<file path="src/hw/rtl/vnbs_pkg.sv">
`timescale 1ns / 1ps
// ----------------------------------------------------------------------------
// Vector norm block statistics package
// Widths, register codes and the controller-to-datapath command bundle.
// ----------------------------------------------------------------------------
package vnbs_pkg;

   // Block depth is a power of two so that the floor average is an arithmetic shift.
   localparam int DEPTH_LOG2 = 4;
   localparam int DEPTH      = 1 << DEPTH_LOG2;
   localparam int POS_W      = DEPTH_LOG2;
   localparam int POS_OUT_W  = 8;

   localparam int SAMPLE_W   = 16;
   localparam int OFFSET_W   = 17;
   localparam int NORM_W     = 18;
   localparam int SQ_W       = 2 * SAMPLE_W;
   localparam int ROOT_W     = SQ_W / 2;
   localparam int REM_W      = ROOT_W + 2;
   localparam int NSUM_W     = NORM_W + DEPTH_LOG2;
   localparam int ASUM_W     = SAMPLE_W + DEPTH_LOG2;

   localparam int CNT_W      = $clog2(ROOT_W);
   localparam int SQ_LAST    = 2;
   localparam int ROOT_LAST  = ROOT_W - 1;

   localparam int CSR_ADDR_W = 3;
   localparam int CSR_DATA_W = 32;

   localparam logic signed [NORM_W-1:0] NORM_MAX = {1'b0, {(NORM_W-1){1'b1}}};
   localparam logic signed [NORM_W-1:0] NORM_MIN = {1'b1, {(NORM_W-1){1'b0}}};

   typedef enum logic [1:0] {
      AXIS_X = 2'd0,
      AXIS_Y = 2'd1,
      AXIS_Z = 2'd2
   } axis_type;

   typedef enum logic {
      REG_MODE   = 1'b0,
      REG_OFFSET = 1'b1
   } reg_index_type;

   typedef enum logic {
      MODE_NORM = 1'b0,
      MODE_AXIS = 1'b1
   } mode_type;

   typedef struct packed {
      logic     capture;
      logic     square_step;
      axis_type axis_sel;
      logic     root_step;
      logic     fetch;
      logic     update;
      logic     load_out;
   } cmd_type;

endpackage

</file>
<file path="src/hw/rtl/vnbs_if.sv">
`timescale 1ns / 1ps
// ----------------------------------------------------------------------------
// Vector norm block statistics channels
// Valid/ready sample channel and result channel.
// ----------------------------------------------------------------------------
interface vnbs_req_if;
   logic                                  valid;
   logic                                  ready;
   logic signed [vnbs_pkg::SAMPLE_W-1:0] sample_x;
   logic signed [vnbs_pkg::SAMPLE_W-1:0] sample_y;
   logic signed [vnbs_pkg::SAMPLE_W-1:0] sample_z;

   modport source (output valid, sample_x, sample_y, sample_z, input ready);
   modport sink   (input valid, sample_x, sample_y, sample_z, output ready);
endinterface

interface vnbs_rsp_if;
   logic                                   valid;
   logic                                   ready;
   logic signed [vnbs_pkg::NORM_W-1:0]    avg_norm;
   logic signed [vnbs_pkg::NORM_W-1:0]    min_norm;
   logic signed [vnbs_pkg::NORM_W-1:0]    max_norm;
   logic signed [vnbs_pkg::SAMPLE_W-1:0]  avg_x;
   logic signed [vnbs_pkg::SAMPLE_W-1:0]  avg_y;
   logic signed [vnbs_pkg::SAMPLE_W-1:0]  avg_z;
   logic        [vnbs_pkg::POS_OUT_W-1:0] position;

   modport source (output valid, avg_norm, min_norm, max_norm, avg_x, avg_y, avg_z,
                   position, input ready);
   modport sink   (input valid, avg_norm, min_norm, max_norm, avg_x, avg_y, avg_z,
                   position, output ready);
endinterface

</file>
<file path="src/hw/rtl/vector_norm_block_statistics_core.sv">
`timescale 1ns / 1ps
// ----------------------------------------------------------------------------
// Vector norm block statistics core
// Magnitude min/max/block average or per-axis block averages of 3-axis samples.
// ----------------------------------------------------------------------------
// Usage:
//   req carries one three-axis sample per transaction; rsp returns exactly one
//   result per sample with the latched block averages, the running minimum and
//   maximum of the offset magnitude, and the block position after the sample.
//   The mode and norm_offset registers sit on the APB-style port at byte
//   addresses 0 and 4; write them only while no sample is in flight.
//   Sequence: in magnitude mode an accepted sample is squared axis by axis on
//   one shared multiplier, passed through the bit-serial square root, then goes
//   through fetch, ring update and load. Axis mode skips the squarer and root
//   and goes straight to fetch, ring update and load. One sample is worked on
//   at a time and the next is accepted the cycle after the load, so the core
//   does not take a new sample before the last one has been loaded.
//   Reset clears the rings, running sums, position and averages to zero and
//   sets the minimum and maximum to their extreme values; no clearing pass is
//   needed. A stalled result waits in the output register; the block still
//   accepts and computes the next sample and holds it until the slot frees.
// ----------------------------------------------------------------------------
module vector_norm_block_statistics_core (
   input  logic                                clock,
   input  logic                                reset,
   vnbs_req_if.sink                            req,
   vnbs_rsp_if.source                          rsp,
   input  logic                                psel,
   input  logic                                penable,
   input  logic                                pwrite,
   input  logic [vnbs_pkg::CSR_ADDR_W-1:0]     paddr,
   input  logic [vnbs_pkg::CSR_DATA_W-1:0]     pwdata,
   output logic [vnbs_pkg::CSR_DATA_W-1:0]     prdata,
   output logic                                pready
);
   import vnbs_pkg::*;

   mode_type                   mode;
   logic signed [OFFSET_W-1:0] norm_offset;
   cmd_type                    cmd;

   vnbs_csr u_csr (
      .clock       (clock),
      .reset       (reset),
      .psel        (psel),
      .penable     (penable),
      .pwrite      (pwrite),
      .paddr       (paddr),
      .pwdata      (pwdata),
      .prdata      (prdata),
      .pready      (pready),
      .mode        (mode),
      .norm_offset (norm_offset)
   );

   vnbs_ctrl u_ctrl (
      .clock     (clock),
      .reset     (reset),
      .mode      (mode),
      .req_valid (req.valid),
      .req_ready (req.ready),
      .rsp_valid (rsp.valid),
      .rsp_ready (rsp.ready),
      .cmd       (cmd)
   );

   vnbs_datapath u_datapath (
      .clock       (clock),
      .reset       (reset),
      .cmd         (cmd),
      .mode        (mode),
      .norm_offset (norm_offset),
      .sample_x    (req.sample_x),
      .sample_y    (req.sample_y),
      .sample_z    (req.sample_z),
      .avg_norm    (rsp.avg_norm),
      .min_norm    (rsp.min_norm),
      .max_norm    (rsp.max_norm),
      .avg_x       (rsp.avg_x),
      .avg_y       (rsp.avg_y),
      .avg_z       (rsp.avg_z),
      .position    (rsp.position)
   );

endmodule

</file>
<file path="src/hw/rtl/vnbs_csr.sv">
`timescale 1ns / 1ps
// ----------------------------------------------------------------------------
// Vector norm block statistics register file
// APB-style mode and magnitude offset registers.
// ----------------------------------------------------------------------------
module vnbs_csr (
   input  logic                                  clock,
   input  logic                                  reset,
   input  logic                                  psel,
   input  logic                                  penable,
   input  logic                                  pwrite,
   input  logic [vnbs_pkg::CSR_ADDR_W-1:0]       paddr,
   input  logic [vnbs_pkg::CSR_DATA_W-1:0]       pwdata,
   output logic [vnbs_pkg::CSR_DATA_W-1:0]       prdata,
   output logic                                  pready,
   output vnbs_pkg::mode_type                    mode,
   output logic signed [vnbs_pkg::OFFSET_W-1:0] norm_offset
);
   import vnbs_pkg::*;

   mode_type                   mode_ff, mode_in;
   logic signed [OFFSET_W-1:0] offset_ff, offset_in;
   reg_index_type              index;
   logic                       wr_en;

   assign index  = reg_index_type'(paddr[2]);
   assign wr_en  = psel && penable && pwrite;
   assign pready = 1'b1;

   always_comb begin
      mode_in   = mode_ff;
      offset_in = offset_ff;
      if (wr_en) begin
         unique case (index)
            REG_MODE:   mode_in   = mode_type'(pwdata[0]);
            REG_OFFSET: offset_in = $signed(pwdata[OFFSET_W-1:0]);
            default:    mode_in   = mode_ff;
         endcase
      end
   end

   always_comb begin
      unique case (index)
         REG_MODE:   prdata = CSR_DATA_W'(mode_ff);
         REG_OFFSET: prdata = CSR_DATA_W'(offset_ff);
         default:    prdata = '0;
      endcase
   end

   always_ff @(posedge clock) begin
      if (reset) begin
         mode_ff   <= MODE_NORM;
         offset_ff <= '0;
      end else begin
         mode_ff   <= mode_in;
         offset_ff <= offset_in;
      end
   end

   assign mode        = mode_ff;
   assign norm_offset = offset_ff;

endmodule

</file>
<file path="src/hw/rtl/vnbs_ctrl.sv">
`timescale 1ns / 1ps
// ----------------------------------------------------------------------------
// Vector norm block statistics controller
// Sequences squaring, bit-serial root, ring update and result hand-off.
// ----------------------------------------------------------------------------
module vnbs_ctrl (
   input  logic               clock,
   input  logic               reset,
   input  vnbs_pkg::mode_type mode,
   input  logic               req_valid,
   output logic               req_ready,
   output logic               rsp_valid,
   input  logic               rsp_ready,
   output vnbs_pkg::cmd_type  cmd
);
   import vnbs_pkg::*;

   typedef enum logic [5:0] {
      ST_IDLE   = 6'b000001,
      ST_SQUARE = 6'b000010,
      ST_ROOT   = 6'b000100,
      ST_FETCH  = 6'b001000,
      ST_UPDATE = 6'b010000,
      ST_LOAD   = 6'b100000
   } state_type;

   state_type        state_ff, state_in;
   logic [CNT_W-1:0] cnt_ff, cnt_in;
   logic             valid_ff, valid_in;
   logic             req_fire;
   logic             out_free;

   assign req_ready = (state_ff == ST_IDLE);
   assign req_fire  = req_valid && req_ready;
   assign out_free  = !valid_ff || rsp_ready;

   always_comb begin
      state_in        = state_ff;
      cnt_in          = cnt_ff;
      cmd             = '0;
      cmd.axis_sel    = axis_type'(cnt_ff[1:0]);
      unique case (state_ff)
         ST_IDLE: begin
            cnt_in = '0;
            if (req_fire) begin
               cmd.capture = 1'b1;
               state_in    = (mode == MODE_AXIS) ? ST_FETCH : ST_SQUARE;
            end
         end
         ST_SQUARE: begin
            cmd.square_step = 1'b1;
            if (cnt_ff == CNT_W'(SQ_LAST)) begin
               cnt_in   = '0;
               state_in = ST_ROOT;
            end else begin
               cnt_in = cnt_ff + 1'b1;
            end
         end
         ST_ROOT: begin
            cmd.root_step = 1'b1;
            cnt_in        = cnt_ff + 1'b1;
            if (cnt_ff == CNT_W'(ROOT_LAST)) begin
               state_in = ST_FETCH;
            end
         end
         ST_FETCH: begin
            cmd.fetch = 1'b1;
            state_in  = ST_UPDATE;
         end
         ST_UPDATE: begin
            cmd.update = 1'b1;
            state_in   = ST_LOAD;
         end
         ST_LOAD: begin
            if (out_free) begin
               cmd.load_out = 1'b1;
               state_in     = ST_IDLE;
            end
         end
         default: state_in = ST_IDLE;
      endcase
   end

   always_comb begin
      if (cmd.load_out) begin
         valid_in = 1'b1;
      end else if (rsp_ready) begin
         valid_in = 1'b0;
      end else begin
         valid_in = valid_ff;
      end
   end

   always_ff @(posedge clock) begin
      if (reset) begin
         state_ff <= ST_IDLE;
         cnt_ff   <= '0;
         valid_ff <= 1'b0;
      end else begin
         state_ff <= state_in;
         cnt_ff   <= cnt_in;
         valid_ff <= valid_in;
      end
   end

   assign rsp_valid = valid_ff;

`ifndef ASSERT_OFF
   a_valid_from_load: assert property (@(posedge clock) disable iff (reset)
      $rose(valid_ff) |-> $past(state_ff == ST_LOAD))
      else $error("result valid rose without a load");

   a_accept_starts_work: assert property (@(posedge clock) disable iff (reset)
      req_fire |=> (state_ff == ST_SQUARE || state_ff == ST_FETCH))
      else $error("accepted transaction did not start work");

   a_root_starts_at_zero: assert property (@(posedge clock) disable iff (reset)
      (state_ff == ST_ROOT && $past(state_ff) != ST_ROOT) |-> cnt_ff == '0)
      else $error("root iteration count not cleared");

   a_update_once: assert property (@(posedge clock) disable iff (reset)
      state_ff == ST_UPDATE |=> state_ff == ST_LOAD)
      else $error("ring update not followed by load");
`endif

endmodule

</file>
<file path="src/hw/rtl/vnbs_datapath.sv">
`timescale 1ns / 1ps
// ----------------------------------------------------------------------------
// Vector norm block statistics datapath
// Squarer, bit-serial root, rings with running sums, min/max and result regs.
// ----------------------------------------------------------------------------
module vnbs_datapath (
   input  logic                                   clock,
   input  logic                                   reset,
   input  vnbs_pkg::cmd_type                      cmd,
   input  vnbs_pkg::mode_type                     mode,
   input  logic signed [vnbs_pkg::OFFSET_W-1:0]  norm_offset,
   input  logic signed [vnbs_pkg::SAMPLE_W-1:0]  sample_x,
   input  logic signed [vnbs_pkg::SAMPLE_W-1:0]  sample_y,
   input  logic signed [vnbs_pkg::SAMPLE_W-1:0]  sample_z,
   output logic signed [vnbs_pkg::NORM_W-1:0]    avg_norm,
   output logic signed [vnbs_pkg::NORM_W-1:0]    min_norm,
   output logic signed [vnbs_pkg::NORM_W-1:0]    max_norm,
   output logic signed [vnbs_pkg::SAMPLE_W-1:0]  avg_x,
   output logic signed [vnbs_pkg::SAMPLE_W-1:0]  avg_y,
   output logic signed [vnbs_pkg::SAMPLE_W-1:0]  avg_z,
   output logic        [vnbs_pkg::POS_OUT_W-1:0] position
);
   import vnbs_pkg::*;

   logic signed [SAMPLE_W-1:0] x_ff, y_ff, z_ff;
   logic        [SQ_W-1:0]     acc_ff, acc_in;
   logic        [REM_W-1:0]    rem_ff, rem_in;
   logic        [ROOT_W-1:0]   root_ff, root_in;
   logic signed [SAMPLE_W-1:0] sq_operand;
   logic signed [SQ_W-1:0]     sq_product;
   logic        [REM_W+1:0]    rem_shift;
   logic        [REM_W+1:0]    trial;

   logic signed [NORM_W-1:0]   mag_ff;
   logic signed [NORM_W-1:0]   old_norm_ff;
   logic signed [SAMPLE_W-1:0] old_x_ff, old_y_ff, old_z_ff;

   logic        [POS_W-1:0]    pos_ff;
   logic signed [NORM_W-1:0]   norm_store_ff [DEPTH];
   logic signed [SAMPLE_W-1:0] x_store_ff [DEPTH];
   logic signed [SAMPLE_W-1:0] y_store_ff [DEPTH];
   logic signed [SAMPLE_W-1:0] z_store_ff [DEPTH];
   logic signed [NSUM_W-1:0]   sum_norm_ff;
   logic signed [ASUM_W-1:0]   sum_x_ff, sum_y_ff, sum_z_ff;
   logic signed [NORM_W-1:0]   lat_norm_ff, min_ff, max_ff;
   logic signed [SAMPLE_W-1:0] lat_x_ff, lat_y_ff, lat_z_ff;
   logic                       block_start;

   always_ff @(posedge clock) begin
      if (cmd.capture) begin
         x_ff <= sample_x;
         y_ff <= sample_y;
         z_ff <= sample_z;
      end
   end

   // One shared squarer, one axis per cycle into the accumulator.
   always_comb begin
      unique case (cmd.axis_sel)
         AXIS_X:  sq_operand = x_ff;
         AXIS_Y:  sq_operand = y_ff;
         AXIS_Z:  sq_operand = z_ff;
         default: sq_operand = x_ff;
      endcase
   end

   assign sq_product = sq_operand * sq_operand;

   // Restoring square root, two radicand bits per step; the radicand is
   // shifted out of the accumulator from the top.
   assign rem_shift = {rem_ff, acc_ff[SQ_W-1 -: 2]};
   assign trial     = {2'b00, root_ff, 2'b01};

   always_comb begin
      acc_in  = acc_ff;
      rem_in  = rem_ff;
      root_in = root_ff;
      if (cmd.capture) begin
         acc_in  = '0;
         rem_in  = '0;
         root_in = '0;
      end else if (cmd.square_step) begin
         acc_in = acc_ff + SQ_W'(unsigned'(sq_product));
      end else if (cmd.root_step) begin
         acc_in = acc_ff << 2;
         if (rem_shift >= trial) begin
            rem_in  = REM_W'(rem_shift - trial);
            root_in = {root_ff[ROOT_W-2:0], 1'b1};
         end else begin
            rem_in  = REM_W'(rem_shift);
            root_in = {root_ff[ROOT_W-2:0], 1'b0};
         end
      end
   end

   always_ff @(posedge clock) begin
      acc_ff  <= acc_in;
      rem_ff  <= rem_in;
      root_ff <= root_in;
   end

   always_ff @(posedge clock) begin
      if (cmd.fetch) begin
         mag_ff      <= $signed({{(NORM_W-ROOT_W){1'b0}}, root_ff}) + NORM_W'(norm_offset);
         old_norm_ff <= norm_store_ff[pos_ff];
         old_x_ff    <= x_store_ff[pos_ff];
         old_y_ff    <= y_store_ff[pos_ff];
         old_z_ff    <= z_store_ff[pos_ff];
      end
   end

   assign block_start = (pos_ff == '0);

   // Running sums track each ring, so the average at a block start is a shift
   // of the sum as it stands before the new entry replaces the oldest one.
   always_ff @(posedge clock) begin
      if (reset) begin
         pos_ff      <= '0;
         sum_norm_ff <= '0;
         sum_x_ff    <= '0;
         sum_y_ff    <= '0;
         sum_z_ff    <= '0;
         lat_norm_ff <= '0;
         lat_x_ff    <= '0;
         lat_y_ff    <= '0;
         lat_z_ff    <= '0;
         min_ff      <= NORM_MAX;
         max_ff      <= NORM_MIN;
         for (int i = 0; i < DEPTH; i++) begin
            norm_store_ff[i] <= '0;
            x_store_ff[i]    <= '0;
            y_store_ff[i]    <= '0;
            z_store_ff[i]    <= '0;
         end
      end else if (cmd.update) begin
         pos_ff <= pos_ff + 1'b1;
         if (mode == MODE_NORM) begin
            if (block_start) begin
               lat_norm_ff <= NORM_W'(sum_norm_ff >>> DEPTH_LOG2);
            end
            sum_norm_ff <= sum_norm_ff + NSUM_W'(mag_ff) - NSUM_W'(old_norm_ff);
            norm_store_ff[pos_ff] <= mag_ff;
            if (mag_ff < min_ff) begin
               min_ff <= mag_ff;
            end
            if (mag_ff > max_ff) begin
               max_ff <= mag_ff;
            end
         end else begin
            if (block_start) begin
               lat_x_ff <= SAMPLE_W'(sum_x_ff >>> DEPTH_LOG2);
               lat_y_ff <= SAMPLE_W'(sum_y_ff >>> DEPTH_LOG2);
               lat_z_ff <= SAMPLE_W'(sum_z_ff >>> DEPTH_LOG2);
            end
            sum_x_ff <= sum_x_ff + ASUM_W'(x_ff) - ASUM_W'(old_x_ff);
            sum_y_ff <= sum_y_ff + ASUM_W'(y_ff) - ASUM_W'(old_y_ff);
            sum_z_ff <= sum_z_ff + ASUM_W'(z_ff) - ASUM_W'(old_z_ff);
            x_store_ff[pos_ff] <= x_ff;
            y_store_ff[pos_ff] <= y_ff;
            z_store_ff[pos_ff] <= z_ff;
         end
      end
   end

   always_ff @(posedge clock) begin
      if (cmd.load_out) begin
         avg_norm <= lat_norm_ff;
         min_norm <= min_ff;
         max_norm <= max_ff;
         avg_x    <= lat_x_ff;
         avg_y    <= lat_y_ff;
         avg_z    <= lat_z_ff;
         position <= POS_OUT_W'(pos_ff);
      end
   end

endmodule

</file>
<file path="src/flat_wrapper.sv">
// flat-port wrapper written by rule: the top's interface ports become plain ports
module vector_norm_block_statistics_core_flat import vnbs_pkg::*;
  (clock, reset, psel, penable, pwrite, paddr, pwdata, prdata, pready, req_valid, req_sample_x, req_sample_y, req_sample_z, req_ready, rsp_valid, rsp_avg_norm, rsp_min_norm, rsp_max_norm, rsp_avg_x, rsp_avg_y, rsp_avg_z, rsp_position, rsp_ready);
  vnbs_req_if req_i ();
  vnbs_rsp_if rsp_i ();
  input  logic clock;
  input  logic reset;
  input  logic psel;
  input  logic penable;
  input  logic pwrite;
  input  logic [vnbs_pkg::CSR_ADDR_W-1:0] paddr;
  input  logic [vnbs_pkg::CSR_DATA_W-1:0] pwdata;
  output logic [vnbs_pkg::CSR_DATA_W-1:0] prdata;
  output logic pready;
  input wire logic [$bits(req_i.valid)-1:0] req_valid;
  input wire logic [$bits(req_i.sample_x)-1:0] req_sample_x;
  input wire logic [$bits(req_i.sample_y)-1:0] req_sample_y;
  input wire logic [$bits(req_i.sample_z)-1:0] req_sample_z;
  output wire logic [$bits(req_i.ready)-1:0] req_ready;
  output wire logic [$bits(rsp_i.valid)-1:0] rsp_valid;
  output wire logic [$bits(rsp_i.avg_norm)-1:0] rsp_avg_norm;
  output wire logic [$bits(rsp_i.min_norm)-1:0] rsp_min_norm;
  output wire logic [$bits(rsp_i.max_norm)-1:0] rsp_max_norm;
  output wire logic [$bits(rsp_i.avg_x)-1:0] rsp_avg_x;
  output wire logic [$bits(rsp_i.avg_y)-1:0] rsp_avg_y;
  output wire logic [$bits(rsp_i.avg_z)-1:0] rsp_avg_z;
  output wire logic [$bits(rsp_i.position)-1:0] rsp_position;
  input wire logic [$bits(rsp_i.ready)-1:0] rsp_ready;
  assign req_i.valid = req_valid;
  assign req_i.sample_x = req_sample_x;
  assign req_i.sample_y = req_sample_y;
  assign req_i.sample_z = req_sample_z;
  assign req_ready = req_i.ready;
  assign rsp_valid = rsp_i.valid;
  assign rsp_avg_norm = rsp_i.avg_norm;
  assign rsp_min_norm = rsp_i.min_norm;
  assign rsp_max_norm = rsp_i.max_norm;
  assign rsp_avg_x = rsp_i.avg_x;
  assign rsp_avg_y = rsp_i.avg_y;
  assign rsp_avg_z = rsp_i.avg_z;
  assign rsp_position = rsp_i.position;
  assign rsp_i.ready = rsp_ready;
  vector_norm_block_statistics_core u_core (.clock(clock), .reset(reset), .req(req_i), .rsp(rsp_i), .psel(psel), .penable(penable), .pwrite(pwrite), .paddr(paddr), .pwdata(pwdata), .prdata(prdata), .pready(pready));
endmodule
</file>
<file path="config.mk">
export PLATFORM = sky130hd
export DESIGN_NAME = vector_norm_block_statistics_core_flat
export DESIGN_NICKNAME = d
export VERILOG_FILES = /design/src/hw/rtl/vnbs_pkg.sv /design/src/hw/rtl/vnbs_if.sv /design/src/hw/rtl/vector_norm_block_statistics_core.sv /design/src/hw/rtl/vnbs_csr.sv /design/src/hw/rtl/vnbs_ctrl.sv /design/src/hw/rtl/vnbs_datapath.sv /design/src/flat_wrapper.sv
export SDC_FILE = /design/constraint.sdc
export NUM_CORES = 2
export LEC_CHECK = 0
export BUFFER_PORTS_ARGS = -buffer_cell sky130_fd_sc_hd__buf_2
export CORE_MARGIN = 2
export CORE_UTILIZATION = 65
export CTS_CLUSTER_DIAMETER = 200
export DETAILED_ROUTE_END_ITERATION = 16
export PLACE_DENSITY_LB_ADDON = 0.1
export SLEW_MARGIN = 15
export SYNTH_ARGS = -nofsm -noshare
export SYNTH_HDL_FRONTEND = slang
export SYNTH_SLANG_ARGS = --single-unit
</file>
<file path="constraint.sdc">
create_clock -name clock -period 18.1 [get_ports clock]
set_clock_uncertainty 0.2 [all_clocks]
set_input_delay 3.62 -clock clock [delete_from_list [all_inputs] [get_ports clock]]
set_output_delay 3.62 -clock clock [all_outputs]
set_load 0.05 [all_outputs]
</file>
==> report_table.html <==
<table>
<tr><th>Metric</th><th>Value</th></tr>
<tr><th colspan="2">Logic synthesis</th></tr>
<tr><td>Yosys top cell by area</td><td>sky130_fd_sc_hd__edfxtp_1</td></tr>
<tr><td>Top cells by count, synth</td><td>sky130_fd_sc_hd__edfxtp_1, sky130_fd_sc_hd__nor3_1, sky130_fd_sc_hd__inv_1</td></tr>
<tr><td>Share of the synthesized area in the top cell type</td><td>a little under half</td></tr>
<tr><td>Share of the yosys chip area belonging to registers</td><td>53.80%</td></tr>
<tr><td>Number of register bits inferred by synthesis</td><td>1577</td></tr>
<tr><td>Number of enable flip-flop cells after synthesis</td><td>1294</td></tr>
<tr><td>Total of warnings raised by yosys</td><td>0</td></tr>
<tr><td>Most common cell in the netlist</td><td>sky130_fd_sc_hd__edfxtp_1</td></tr>
<tr><td>Syn Area/Cell</td><td>~12 µm²</td></tr>
<tr><td>Mapped Area</td><td>82760 µm²</td></tr>
<tr><td>Synth Instances</td><td>6628</td></tr>
<tr><td>Asr flop ratio synth</td><td>0%</td></tr>
<tr><td>Top_reg_cell synth</td><td>sky130_fd_sc_hd__edfxtp_1</td></tr>
<tr><td>Synth area leaders</td><td>sky130_fd_sc_hd__edfxtp_1, sky130_fd_sc_hd__mux4_2, sky130_fd_sc_hd__fa_1, sky130_fd_sc_hd__dfxtp_1, sky130_fd_sc_hd__nor3_1</td></tr>
<tr><td>Netlist cell types</td><td>between 80 and 90</td></tr>
<tr><th colspan="2">Timing</th></tr>
<tr><td>Number of max-slew violations in the final report</td><td>0</td></tr>
<tr><td>Final setup slack of the worst path</td><td>9.406 ns</td></tr>
<tr><td>Hold Vio Cnt, Final</td><td>0</td></tr>
<tr><td>Tmin final</td><td>just under 9 ns</td></tr>
<tr><td>Final worst hold slack</td><td>0.2344 ns</td></tr>
<tr><td>Unrepaired setup endpoints after global routing</td><td>no</td></tr>
<tr><td>Post-route fraction of the period consumed by the critical path</td><td>around half</td></tr>
<tr><td>Final-layout setup total negative slack</td><td>0 ns</td></tr>
<tr><td>Slew @ Worst Pin</td><td>1.353 ns</td></tr>
<tr><td>Max Clock Freq</td><td>0.1150 GHz</td></tr>
<tr><td>Final setup violation count</td><td>0</td></tr>
<tr><td>Normalized max-slew margin</td><td>9.105%</td></tr>
<tr><th colspan="2">Placement</th></tr>
<tr><td>Post-place setup slack</td><td>approximately 9.4 ns</td></tr>
<tr><td>Number of port buffers</td><td>212</td></tr>
<tr><td>Placer Congestion</td><td>around 0.87</td></tr>
<tr><td>Half-perimeter wire length after placement</td><td>131700 µm</td></tr>
<tr><th colspan="2">Global routing</th></tr>
<tr><td>Number of global-route vias before repair</td><td>about 55000</td></tr>
<tr><td>Antenna violations before repair</td><td>6</td></tr>
<tr><td>Pin count of the biggest net entering global routing</td><td>150</td></tr>
<tr><td>All-Layer GR Usage</td><td>33.79%</td></tr>
<tr><td>First-pass GRT wire length</td><td>approximately 330000 µm</td></tr>
<tr><td>Total grt overflow</td><td>0</td></tr>
<tr><th colspan="2">Worst setup path</th></tr>
<tr><td>Setup CP Type</td><td>reg2reg</td></tr>
<tr><td>Peak fanout along the critical path</td><td>18</td></tr>
<tr><td>Minimum setup slack among reg-to-reg paths</td><td>about 9.4 ns</td></tr>
<tr><td>Largest stage delay on the critical path</td><td>0.60 ns</td></tr>
<tr><td>Critical path startpoint category</td><td>flop</td></tr>
<tr><td>Worst R2R Path Depth</td><td>28</td></tr>
<tr><td>Sort of element at the end of the critical path</td><td>flop</td></tr>
<tr><td>Cell with the largest stage delay on the worst path</td><td>sky130_fd_sc_hd__o21a_1</td></tr>
<tr><td>Arrival time worst endpoint</td><td>9.16 ns</td></tr>
<tr><td>Critical path data required time</td><td>18.57 ns</td></tr>
<tr><td>Capturing point of the worst reg2reg path</td><td>u_core.u_datapath.acc_ff[31]</td></tr>
<tr><td>Worst r2r src</td><td>u_core.u_ctrl.cnt_ff[0]</td></tr>
<tr><td>Start point of the critical path</td><td>u_core.u_ctrl.cnt_ff[0]</td></tr>
<tr><th colspan="2">Clock tree</th></tr>
<tr><td>Clock input transition at the sequential cells of the worst setup and hold paths</td><td>0.07 ns</td></tr>
<tr><td>CTS resizes</td><td>0</td></tr>
<tr><td>Number of buffers on the longest clock path</td><td>3</td></tr>
<tr><td>Number of buffers added by the clock tree synthesis step</td><td>164</td></tr>
<tr><td>Number of buffers inserted to repair setup after CTS</td><td>0</td></tr>
<tr><td># H-tree levels</td><td>4</td></tr>
<tr><td>Root buffer cell</td><td>sky130_fd_sc_hd__clkbuf_16</td></tr>
<tr><td>Hold Buf Count CTS</td><td>0</td></tr>
<tr><td>TritonCTS clock tree</td><td>built</td></tr>
<tr><td>Number of clock sinks seen by CTS</td><td>1577</td></tr>
<tr><td>Insertion delay of the later-clocked pin in the worst-skew pair</td><td>0.82 ns</td></tr>
<tr><th colspan="2">Drt</th></tr>
<tr><td>DR vias</td><td>54759</td></tr>
<tr><td>Per-cell routed wire length</td><td>25.92 µm</td></tr>
<tr><td>Router iterations before antenna repair</td><td>6</td></tr>
<tr><td>Average via count per standard cell</td><td>6.528</td></tr>
<tr><td>Drt first-iter violations</td><td>6571</td></tr>
<tr><td>Number of routed nets with antenna violations</td><td>0</td></tr>
<tr><td>Detailed-route wire length</td><td>217400 µm</td></tr>
<tr><td>DRC Markers</td><td>0</td></tr>
<tr><th colspan="2">Final layout</th></tr>
<tr><td>Fin nets</td><td>7302</td></tr>
<tr><td>Ant. Diodes</td><td>0</td></tr>
<tr><td>Number of inserted filler cells in the final layout</td><td>between 8000 and 9000</td></tr>
<tr><td>Layout-stage area growth over the synthesis result</td><td>9.457%</td></tr>
<tr><td>FF/Latch Area</td><td>44540 µm²</td></tr>
<tr><td>Total area of multi-input combinational cells</td><td>33860 µm²</td></tr>
<tr><td>Fraction of final layout cells with drive strength greater than 1</td><td>14.84%</td></tr>
<tr><th colspan="2">Min path</th></tr>
<tr><td>Hold WC Path Type</td><td>reg2reg</td></tr>
<tr><td>End point of the worst hold path</td><td>u_core.u_datapath.max_norm[3]</td></tr>
<tr><td>Worst hold path startpoint</td><td>u_core.u_datapath.max_ff[3]</td></tr>
<tr><td>Hold path depth</td><td>0</td></tr>
<tr><th colspan="2">Run</th></tr>
<tr><td>Maxcap violations</td><td>0</td></tr>
<tr><th colspan="2">Outcome</th></tr>
<tr><td>Result of the run</td><td>complete, no violations</td></tr>
<tr><th colspan="2">Die</th></tr>
<tr><td>Core footprint</td><td>126100 µm²</td></tr>
<tr><td>Total die area</td><td>130200 µm²</td></tr>
<tr><td>Row cnt</td><td>130</td></tr>
<tr><td>Chip Width</td><td>360.8 µm</td></tr>
<tr><td>Die Ht</td><td>360.8 µm</td></tr>
<tr><td>Number of placed I/O pins</td><td>between 200 and 250</td></tr>
<tr><td>Effective utilization at floorplan</td><td>65.65%</td></tr>
</table>
[critical path, delay by kind of cell, from the launching register on]
kind                       cells  cell delay, ns
adders and majority gates      8            3.54
buffers and inverters          8            1.20
AOI/OAI and AO/OA             10            2.51
DFF                            1            0.45
and+or+nand+nor                2            0.65
[placed cells by master, fill, tap and decap left out, drive strengths merged, types with 23 or more instances in the layout]
cell    instances
a22oi          42
dfxtp         283
nand3          33
xor2           31
clkbuf        213
xnor2          90
nor2b          23
o21ai         123
mux4          330
mux2i          37
edfxtp       1294
o211ai         23
and2           68
buf           316
nor3          993
o21a           41
a211oi         27
clkinv        135
ha            272
a21o           52
nand2         390
a22o           70
nor2          254
a21oi         228
inv           684
nor4           71
fa            342
nand2b         27
[registers in the layout (all words and copies together) (netlist names), 17 cells and up]
name	count
u_core.u_datapath.norm_store_ff	288
u_core.u_datapath.acc_ff	32
u_core.u_datapath.x_store_ff	256
u_core.u_datapath.z_store_ff	256
u_core.u_datapath.sum_norm_ff	22
u_core.u_datapath.sum_z_ff	20
u_core.u_datapath.avg_norm	18
u_core.u_datapath.old_norm_ff	18
u_core.u_datapath.sum_y_ff	20
u_core.u_datapath.y_store_ff	256
u_core.u_datapath.sum_x_ff	20
u_core.u_datapath.mag_ff	18
u_core.u_csr.norm_offset	17
u_core.u_datapath.lat_norm_ff	18
u_core.u_datapath.min_ff	18
u_core.u_datapath.max_ff	18
u_core.u_datapath.max_norm	18
u_core.u_datapath.min_norm	18
u_core.u_datapath.rem_ff	18
[metal layers]
metal | vias up | wire length, µm | GRT usage, %
met5 | - | 41 | 0
met4 | 6 | 6237 | 9.853
met3 | 421 | 28470 | 9.315
met2 | 3176 | 99410 | 51.54
met1 | 27256 | 83230 | 48.14
li1 | 23900 | - | -
[cell type report]
type / count / area share (%)
clock inverters: 93 / 1.035
clock buffers: 213 / 4.964
repair buffers: 316 / 2.086
flip-flops and latches: 1577 / 49.17
well taps: 1650 / 2.279
multi-input cells: 3796 / 37.38
inverters: 743 / 3.086
[through the flow]
step | util (%) | cell area, µm² | cells
global route | 71.86 | 90580 | 8388
finish | 71.86 | 90580 | 8388
global placement | 67.53 | 85130 | 8082
detailed placement | 67.53 | 85130 | 8082
CTS | 71.84 | 90560 | 8388
floorplan | - | 82770 | 6631
[worst max path at each step]
stage                              endpoint  slack, ns
6_report       u_core.u_datapath.acc_ff[31]       9.41
5_1_grt        u_core.u_datapath.acc_ff[31]       9.02
4_1_cts                          prdata[23]       9.44
3_5_place_dp                     prdata[23]       9.44
3_3_place_gp                     prdata[18]       9.51
2_1_floorplan                    prdata[17]       8.85
[logic make-up (layout without fill, tap and decap cells)]
group	Yosys count	in the layout	share of synthesized area, %
xor gates and xnor gates	121	121	1.281
other	2	5	0.009075
DFF	1577	1577	53.80
AOI/OAI and AO/OA	738	738	5.913
buffers and inverters	1258	1365	5.847
muxes	370	370	9.469
adders and majority gates	614	614	12.39
and+or+nand+nor	1948	1948	11.30
Power is left out: the tool's default activity adds up to more than one toggle a clock period on the data nets, which glitch-free logic cannot reach.
